**src/rtl/bbrf_pkg.sv**
```systemverilog
`default_nettype none

package bbrf_pkg;

  // Field widths
  localparam int COORD_W   = 10;
  localparam int BAND_W    = 8;
  localparam int BYTE_IX_W = 12;
  localparam int COUNT_W   = 21;
  localparam int LIMIT_W   = 11;
  localparam int CFG_IDX_W = 2;
  localparam int CFG_DAT_W = 10;
  localparam int DIV_NUM_W = COORD_W + BAND_W;  // panel_height * band
  localparam int DIV_CNT_W = 5;

  // Item kinds
  localparam logic [1:0] KIND_START = 2'd0;
  localparam logic [1:0] KIND_FILL  = 2'd1;
  localparam logic [1:0] KIND_READ  = 2'd2;

  // Result status codes
  localparam logic [1:0] STATUS_OK       = 2'd0;
  localparam logic [1:0] STATUS_BAD_BAND = 2'd1;
  localparam logic [1:0] STATUS_BEYOND   = 2'd2;
  localparam logic [1:0] STATUS_RESERVED = 2'd3;

  // Register indexes
  localparam logic [CFG_IDX_W-1:0] CFG_PANEL_WIDTH  = 2'd0;
  localparam logic [CFG_IDX_W-1:0] CFG_PANEL_HEIGHT = 2'd1;
  localparam logic [CFG_IDX_W-1:0] CFG_BAND_COUNT   = 2'd2;
  localparam logic [CFG_IDX_W-1:0] CFG_PLANE_COLOR  = 2'd3;

  // Register reset values
  localparam logic [COORD_W-1:0] PANEL_WIDTH_RST  = 10'd800;
  localparam logic [COORD_W-1:0] PANEL_HEIGHT_RST = 10'd480;
  localparam logic [BAND_W-1:0]  BAND_COUNT_RST   = 8'd12;

  localparam logic [7:0] BYTE_WHITE = 8'hFF;
  localparam logic [7:0] MASK_MSB   = 8'h80;

  typedef struct packed {
    logic [1:0]           kind;
    logic [BAND_W-1:0]    band;
    logic [COORD_W-1:0]   x_first;
    logic [COORD_W-1:0]   y_first;
    logic [COORD_W-1:0]   x_end;
    logic [COORD_W-1:0]   y_end;
    logic [BYTE_IX_W-1:0] byte_index;
  } in_word_t;

  typedef struct packed {
    logic [7:0]         data_byte;
    logic [COUNT_W-1:0] pixels_written;
    logic [1:0]         status;
  } out_word_t;

  typedef enum logic [3:0] {
    ST_IDLE,
    ST_DECODE,
    ST_CLEAR,
    ST_DIV1_GO,
    ST_DIV1_RUN,
    ST_DIV2_GO,
    ST_DIV2_RUN,
    ST_FILL_PREP,
    ST_FILL_MUL,
    ST_FILL_WALK,
    ST_FILL_DRAIN,
    ST_READ_ISSUE,
    ST_READ_WAIT,
    ST_DONE
  } state_t;

  typedef struct packed {
    logic accept;
    logic clear_step;
    logic div_start;
    logic div_sel_first;
    logic first_load;
    logic limit_load;
    logic fill_prep;
    logic fill_mul;
    logic fill_issue;
    logic read_issue;
    logic read_capture;
    logic out_load;
  } cmd_t;

  typedef struct packed {
    logic [1:0] kind;
    logic       band_bad;
    logic       clear_last;
    logic       div_done;
    logic       fill_empty;
    logic       walk_last;
  } sts_t;

endpackage

`default_nettype wire

```
**src/rtl/bbrf_ctrl.sv**
```systemverilog
`default_nettype none

module bbrf_ctrl (
  input  logic           clk,
  input  logic           rst,
  input  logic           item_valid,
  output logic           item_stall,
  output logic           result_valid,
  input  logic           result_stall,
  input  bbrf_pkg::sts_t sts,
  output bbrf_pkg::cmd_t cmd
);

  import bbrf_pkg::*;

  state_t state;
  state_t state_next;
  logic   out_free;

  assign item_stall = state != ST_IDLE;
  assign out_free   = !result_valid || !result_stall;

  always_ff @(posedge clk) begin
    if (rst) begin
      state <= ST_IDLE;
    end else begin
      state <= state_next;
    end
  end

  always_ff @(posedge clk) begin
    if (rst) begin
      result_valid <= 1'b0;
    end else if (cmd.out_load) begin
      result_valid <= 1'b1;
    end else if (!result_stall) begin
      result_valid <= 1'b0;
    end
  end

  always_comb begin
    state_next = state;
    case (state)
      ST_IDLE: begin
        if (item_valid) begin
          state_next = ST_DECODE;
        end
      end
      ST_DECODE: begin
        case (sts.kind)
          KIND_START: state_next = sts.band_bad ? ST_DONE : ST_CLEAR;
          KIND_FILL:  state_next = ST_FILL_PREP;
          KIND_READ:  state_next = ST_READ_ISSUE;
          default:    state_next = ST_DONE;
        endcase
      end
      ST_CLEAR: begin
        if (sts.clear_last) begin
          state_next = ST_DIV1_GO;
        end
      end
      ST_DIV1_GO:  state_next = ST_DIV1_RUN;
      ST_DIV1_RUN: begin
        if (sts.div_done) begin
          state_next = ST_DIV2_GO;
        end
      end
      ST_DIV2_GO:  state_next = ST_DIV2_RUN;
      ST_DIV2_RUN: begin
        if (sts.div_done) begin
          state_next = ST_DONE;
        end
      end
      ST_FILL_PREP: state_next = ST_FILL_MUL;
      ST_FILL_MUL:  state_next = sts.fill_empty ? ST_DONE : ST_FILL_WALK;
      ST_FILL_WALK: begin
        if (sts.walk_last) begin
          state_next = ST_FILL_DRAIN;
        end
      end
      ST_FILL_DRAIN: state_next = ST_DONE;
      ST_READ_ISSUE: state_next = ST_READ_WAIT;
      ST_READ_WAIT:  state_next = ST_DONE;
      ST_DONE: begin
        if (out_free) begin
          state_next = ST_IDLE;
        end
      end
      default: state_next = ST_IDLE;
    endcase
  end

  always_comb begin
    cmd = '0;
    case (state)
      ST_IDLE:       cmd.accept        = item_valid;
      ST_CLEAR:      cmd.clear_step    = 1'b1;
      ST_DIV1_GO: begin
        cmd.div_start     = 1'b1;
        cmd.div_sel_first = 1'b1;
      end
      ST_DIV1_RUN:   cmd.first_load    = sts.div_done;
      ST_DIV2_GO:    cmd.div_start     = 1'b1;
      ST_DIV2_RUN:   cmd.limit_load    = sts.div_done;
      ST_FILL_PREP:  cmd.fill_prep     = 1'b1;
      ST_FILL_MUL:   cmd.fill_mul      = 1'b1;
      ST_FILL_WALK:  cmd.fill_issue    = 1'b1;
      ST_READ_ISSUE: cmd.read_issue    = 1'b1;
      ST_READ_WAIT:  cmd.read_capture  = 1'b1;
      ST_DONE:       cmd.out_load      = out_free;
      default: begin
      end
    endcase
  end

endmodule

`default_nettype wire

```
**config.mk**
```make
export PLATFORM = sky130hd
export DESIGN_NAME = bbrf_ctrl
export DESIGN_NICKNAME = d
export VERILOG_FILES = /design/src/rtl/bbrf_pkg.sv /design/src/rtl/bbrf_ctrl.sv
export SDC_FILE = /design/constraint.sdc
export NUM_CORES = 1
export LEC_CHECK = 0
export ABC_AREA = 1
export BUFFER_PORTS_ARGS = -buffer_cell sky130_fd_sc_hd__buf_4
export CORE_AREA = 2 2 39 41
export CTS_BUF_LIST = sky130_fd_sc_hd__clkbuf_4
export DETAILED_ROUTE_END_ITERATION = 8
export DIE_AREA = 0 0 41 43
export HOLD_SLACK_MARGIN = 0.06
export PLACE_DENSITY = 0.86
export REMOVE_ABC_BUFFERS = 1
export SLEW_MARGIN = 30
export SYNTH_ARGS = -nofsm -noshare
export SYNTH_HDL_FRONTEND = slang
export SYNTH_SLANG_ARGS = --single-unit
```
**constraint.sdc**
```tcl
create_clock -name clk -period 1.48 [get_ports clk]
set_clock_uncertainty 0.05 [all_clocks]
set_input_delay 0.296 -clock clk [delete_from_list [all_inputs] [get_ports clk]]
set_output_delay 0.296 -clock clk [all_outputs]
set_load 0.02 [all_outputs]
```
# Yosys cells after proc, flatten, opt, wreduce, memory -nomap -nowiden
# Cells that the tools add are included.
dict set report totals {
  ff_bits 5
  in_bits 11
  out_inout_bits 14
  wordCells 57
}
dict set report classes {
  n_eq_ne 22
  mux 24
  reduce_logical 9
}
# operator n
set op_table {}
lappend op_table {{4-bit one-hot mux with 13 select lines} 1}
lappend op_table {{4-bit two-way mux} 7}
lappend op_table {{4-bit == test (second input constant)} 6}
lappend op_table {{4-bit by 3-bit == test with 1-bit output (second input constant)} 4}
lappend op_table {{1-bit two-way mux} 14}
lappend op_table {{2-bit inequality test (second input constant)} 6}
lappend op_table {{4-bit one-hot mux with 3 select lines} 1}
lappend op_table {{4-bit by 2-bit == test with 1-bit output (second input constant)} 2}
lappend op_table {{6-bit AND reduction} 1}
lappend op_table {{4-bit by 1-bit == test with 1-bit output (second input constant)} 1}
lappend op_table {{4-bit zero test} 1}
lappend op_table {{4-bit nonzero test} 1}
lappend op_table {{2-bit OR reduction} 2}
lappend op_table {{3-bit two-way mux} 1}
lappend op_table {{2-bit by 1-bit == test with 1-bit output (second input constant)} 1}
lappend op_table {{2-bit == test (second input constant)} 1}
lappend op_table {{1-bit zero test} 2}
lappend op_table {{2-bit zero test} 1}
lappend op_table {{2-bit by 1-bit inequality test with 1-bit output (second input constant)} 1}
lappend op_table {{1-bit logical OR} 1}

# Depth between registers and ports, before layout
# Gate-level depths: netlist (run 1).
dict set report depth {
  depth_word 4
  mapped_depth 10
  ltp_nobuf 10
}

# Least setup slack after synthesis (run 1)
# Ideal clock, no wire load.
dict set report synth_path {
  path_kind {register to output}
  from {register state[0]}
  to {output port cmd[11] (netlist bit)}
  arrival_time_ps 1106
  required_ps 1134
  path_slack_ps 28
  path_stages_with_launch 4
  path_buffers 0
  path_cell_list {dfxtp_1 -> nor2_1 -> nand2_1 -> nor2_1}
}
# item line_no
set synth_rtl {}
lappend synth_rtl {{from (decl)} bbrf_ctrl.sv:16} ;# state_t state;
lappend synth_rtl {{from (signal assigned)} bbrf_ctrl.sv:27} ;# state <= state_next;
lappend synth_rtl {{to (decl)} bbrf_ctrl.sv:11} ;# output bbrf_pkg::cmd_t cmd

==> impl_metrics.toml, run 1 <==
[routing]
drcViolationCount = 0
drtIter0Drc = 18
vias = 770
antenna_left = 0
drtPass1Iterations = 4
wire_per_inst_um = 11.3
routed_wl_um = 1760
via_per_inst = 4.94

[critical_path]
criticalPathCategory = "register to primary output"
critPathMaxFanout = 6
worst_ep_arrival_time_ps = 1180
critical_path_required_ps = 1130
cp_cell_sequence = "inv_4, nand2_4, inv_1, nand2_1, nand2_1, buf_4"
cp_num_buf_inv = 3
start_kind = "register"
reg2reg_from = "state[1]"
slowest_delay_ps = 400
end_kind = "primary output"
crit_top_cell = "nand2_1"
slowest_stage = "dfxtp_4"
critPathLaunch = "state[1]"
cp_top_family = "flip-flops"

[place]
dpl.cell_count = 147
placed_area_um2 = 773
place_congestion = 0.821
port_buffers = 24
place_hpwl_um = 1210

[synth]
synthTopCellsByCount = "inv_1 (25), nand2_1 (25), nor2_1 (16)"
synth-seq-cells = 5
synth_enable_flop_cells = 0
ys_warn_count = 0
synthCells = 107
syn_area_per_cell_um2 = 5.36
synth_top_flop_cell = "dfxtp_1"
synth_area_um2 = 573
ys_seq_area_frac = 0.175
synth_top_area_frac = 0.175
synthDistinctLibCells = 17
async_flop_share = 0
netlist_top_cells_area = "dfxtp_1 (17%), inv_1 (16%), nand2_1 (16%), nor2_1 (10%), a21oi_1 (7.0%)"
yosys.area.top_type = "dfxtp_1"

[status]
violations = "setup timing"
status = "finished, violations left"

[power_and_ir_drop]
seqPwrFrac = 0.209
static-leakage-power_nw = 0.541
power_frac_clock = 0.122
power.switching_uw = 748
ir_drop_mv = 0.824
p_int_uw = 691
powerDensity_mw_per_mm2 = 1600
pwr-share-comb = 0.668
swShare = 0.520

[finish]
nNetsFinal = 154
diodes = 0
area_delta_synth_final_pct = 56.8
fillers = 125
finish.instance_area_um2 = 898
instances_no_fill = 156
drive_above_1_share = 0.414

[sta]
worstMarginPinSlew_ps = 199
setup_tns_ps = -59.4
final_max_slew_viol_count = 0
setup_slack_ps = -43.0
period_minus_slack_ps = 1520
slew_headroom = 0.867
finalSetupViolCount = 2
hold_violations = 0
max_freq_mhz = 657
timing.final.crit_share = 1.03
rsz0062_at_grt = "yes"

[grt]
grt_pass1_wl_um = 2570
track_usage = 0.206
grt_max_degree = 8
overflow = 0
first_global_vias = 674
grt_antenna_before_repair = 0

[floorplan]
dieArea_mm2 = 0.00176
num_rows = 14
die-width_um = 41
chipHeight_um = 43
initial_core_util = 0.414
ios = 25
coreArea_mm2 = 0.00138

[cts]
cts_buffers = 3
clkLatencyLatePin_ps = 250
clkTransAtPathRegs_ps = 40
cts_hold_buf = 0
htree_num_levels = 1
cts.sinks = 5
clock-root-buffer = "clkbuf_4"
cts_tree = "built"
ctsLongestPathBuffers = 2

[hold_path]
worstHoldStart = "rst"
hold_path_class = "input port to register"

[job]
maxCapViolations = 0
-- power by group through the flow --
| stage | registers [mW] | clock network [mW] | logic (mW) |
|---|---|---|---|
| finish | 0.301 | 0.176 | 0.961 |
| global route | 0.307 | 0.193 | 1.05 |
| CTS | 0.279 | 0.183 | 0.877 |
| detailed placement | 0.241 | 0 | 0.825 |
| global placement | 0.236 | 0 | 0.808 |
| floorplan | 0.230 | 0 | 0.586 |
-- final cells by class --
class,instances,area [um2],area share
inverter,26,100,0.111
tap,16,20.0,0.0223
multi-input combinational,76,415,0.462
timing repair buffer,29,218,0.242
clock buffer,4,30.0,0.0334
sequential,5,115,0.128
-- layer usage --
layer	wire length (um)	global-route usage	part of all wire
met1	657	0.222	0.37
met2	931	0.356	0.53
met3	112	0.0471	0.064
met4	61	0.0867	0.035
met5	0	0	0
-- logic make-up after synthesis --
logic type                 after synthesis  synth area share
DFF                                      5             0.175
and+or+nand+nor                         60             0.485
AOI/OAI and AO/OA                       14             0.127
adders and majority gates                2            0.0437
buffers and inverters                   26             0.170
-- sequential cells by signal, indices dropped and copies added (netlist names) --
register and cells:
result_valid 1, state 4
-- cell usage in the layout (no fill, tap or decap) --
cell type	Yosys	layout
o21ai_1	2	2
ha_1	2	2
a21oi_1	8	8
clkbuf_4	0	4
nor2_1	16	12
buf_4	0	29
inv_2	1	3
nand2_4	0	1
nand2_1	25	23
nor2_4	2	5
nor3b_1	1	1
inv_1	25	22
inv_4	0	1
dfxtp_1	5	1
nor3_2	0	1
o21bai_1	1	1
nand3_2	1	1
nor2_2	2	3
dfxtp_4	0	4
nand2_2	5	6
nand3_1	7	7
o21ai_0	3	3
-- repair_timing --
item / 4_1_cts / 5_1_grt
endpoints found under the setup margin: 11 / 12
resized for setup: 15 / 8
pin swaps: 0 / 3
setup buffers: 1 / 4
-- through the flow --
| stage | hold WS [ps] | worst slack, ps | utilization | power (mW) |
|---|---|---|---|---|
| final | 183 | -43.0 | 0.649 | 1.44 |
| after global routing | 179 | -75.7 | 0.649 | 1.54 |
| after CTS | 176 | -13.1 | 0.611 | 1.34 |
| after detailed placement | 445 | 93.9 | 0.559 | 1.07 |
| after global placement | 419 | 128 | 0.559 | 1.04 |
| after floorplan | 315 | 28.2 | - | 0.816 |
-- path summary, 6_finish.rpt --
kind	end	slack (ps)	cells past startpoint
hold / removal	state[1]	180	2
setup / recovery	cmd[9]	-40	6
hold reg to reg	result_valid	450	2
setup reg to reg	state[3]	80	10
Power figures use the tool's default switching activity.
==> run 2: changes to the inputs <==
--- a/config.mk
+++ b/config.mk
@@ -14,6 +14,7 @@
 export HOLD_SLACK_MARGIN = 0.06
 export PLACE_DENSITY = 0.86
 export REMOVE_ABC_BUFFERS = 1
+export SKIP_CTS_REPAIR_TIMING = 1
 export SLEW_MARGIN = 30
 export SYNTH_ARGS = -nofsm -noshare
 export SYNTH_HDL_FRONTEND = slang
==> run 2 against run 1 <==
  * The flow still finishes with violations (setup timing)
  * Sequential power barely moved
  * Cell area fell by 1.4%
  * Worst setup slack better by 25 ps
  * Non-clock buffer count down 2
  * Global-route usage down 1.2 points
  * Clock-buffer cell count is the same
  * First-iteration DRC count shrank 33%
  * Sequential share of layout area rose by 0.18 points
  * Critical endpoint is now cmd[0]
==> impl_metrics.toml, run 2 (same netlist as run 1, synthesis figures left out) <==
[hold_path]
hold_path_class = "input port to register"
hold_end = "state[1]"
worstHoldStart = "rst"
min_path_cells = 2

[sta]
max_freq_mhz = 668
setup_slack_ps = -17.8
setup_tns_ps = -17.8
rsz0062_at_grt = "yes"
period_minus_slack_ps = 1500
timing.final.crit_share = 1.01
worstMarginPinSlew_ps = 194
slew_headroom = 0.870
timing.hold.ws_ps = 182
hold_violations = 0
finalSetupViolCount = 1
final_max_slew_viol_count = 0

[critical_path]
start_kind = "register"
rrSetupSlack_ps = 120
ff2ff_path_depth = 9
critical_path_required_ps = 1130
worst_ep_arrival_time_ps = 1150
regToRegEndpoint = "state[3]"
criticalPathCategory = "register to primary output"
reg2reg_from = "state[1]"
end_kind = "primary output"
critPathMaxFanout = 6

[finish]
fillers = 127
final_util = 0.640
reg_top3 = "state x4, result_valid x1"
mostFrequentLayoutCell = "buf_4"
nNetsFinal = 152
mostFrequentLayoutCells = "buf_4 (27), nand2_1 (22), inv_1 (22), nor2_1 (12), a21oi_1 (8)"
finish.instance_area_um2 = 886
instances_no_fill = 154
drive_above_1_share = 0.413
largest-register = "state"
area_delta_synth_final_pct = 54.6
largest_reg_flops = 4
diodes = 0

[routing]
vias = 754
antenna_left = 0
via_per_inst = 4.90
drtIter0Drc = 12
drtPass1Iterations = 4
drcViolationCount = 0
routed_wl_um = 1640
wire_per_inst_um = 10.7

[power_and_ir_drop]
powerDensity_mw_per_mm2 = 1590
static-leakage-power_nw = 0.531
ir_drop_mv = 0.725
p_total_mw = 1.41

[cts]
cts_tree = "built"
clkTransAtPathRegs_ps = 40
clkLatencyLatePin_ps = 250
cts.sinks = 5
clock-root-buffer = "clkbuf_4"
htree_num_levels = 1
ctsLongestPathBuffers = 2
cts_buffers = 3

[floorplan]
chipHeight_um = 43
die-width_um = 41
coreArea_mm2 = 0.00138
num_rows = 14
initial_core_util = 0.414
dieArea_mm2 = 0.00176
ios = 25

[place]
place_hpwl_um = 1210
port_buffers = 24
place_congestion = 0.821
dpl.cell_count = 147
place_ws_ps = 93.9
placed_area_um2 = 773

[grt]
first_global_vias = 640
grt_pass1_wl_um = 2430
grt_antenna_before_repair = 0
grt_max_degree = 8
track_usage = 0.194
overflow = 0

[status]
status = "finished, violations left"
violations = "setup timing"

[job]
maxCapViolations = 0
[run 2: routing by layer]
layer	vias up	wire length, um	track usage
li1	389	-	-
met1	328	641	0.228
met2	33	852	0.322
met3	4	116	0.0419
met4	0	30	0.0733
met5	-	0	0
[run 2: final cells by class]
cell class	count	area (um2)	area share
Inverter	26	100	0.113
Multi-Input combinational cell	76	418	0.472
Sequential cell	5	115	0.130
Clock buffer	4	30.0	0.0339
Tap cell	16	20.0	0.0226
Timing Repair Buffer	27	203	0.229
[run 2: worst max-delay path by stage]
stage               slack [ps]  startpoint  cells past startpoint       end
detailed placement          90      sts[5]                     11  state[2]
global placement           130      sts[5]                     11  state[2]
CTS                       -120    state[0]                      4   cmd[11]
global route               -90    state[1]                      6    cmd[0]
finish                     -20    state[1]                      6    cmd[0]
floorplan                   30    state[0]                      3   cmd[11]
[run 2: worst max-delay path: stages, from the launching register on]
cell and delay, ps:
dfxtp_4 370, inv_4 70, nand2_4 70, nor2_4 120, inv_2 40, nor2_1 90
buf_4 140
[run 2: where the power goes]
part	total [mW]	switching (mW)	internal, mW
Sequential	0.299	0.0937	0.205
Clock	0.177	0.0567	0.120
Combinational	0.933	0.583	0.350
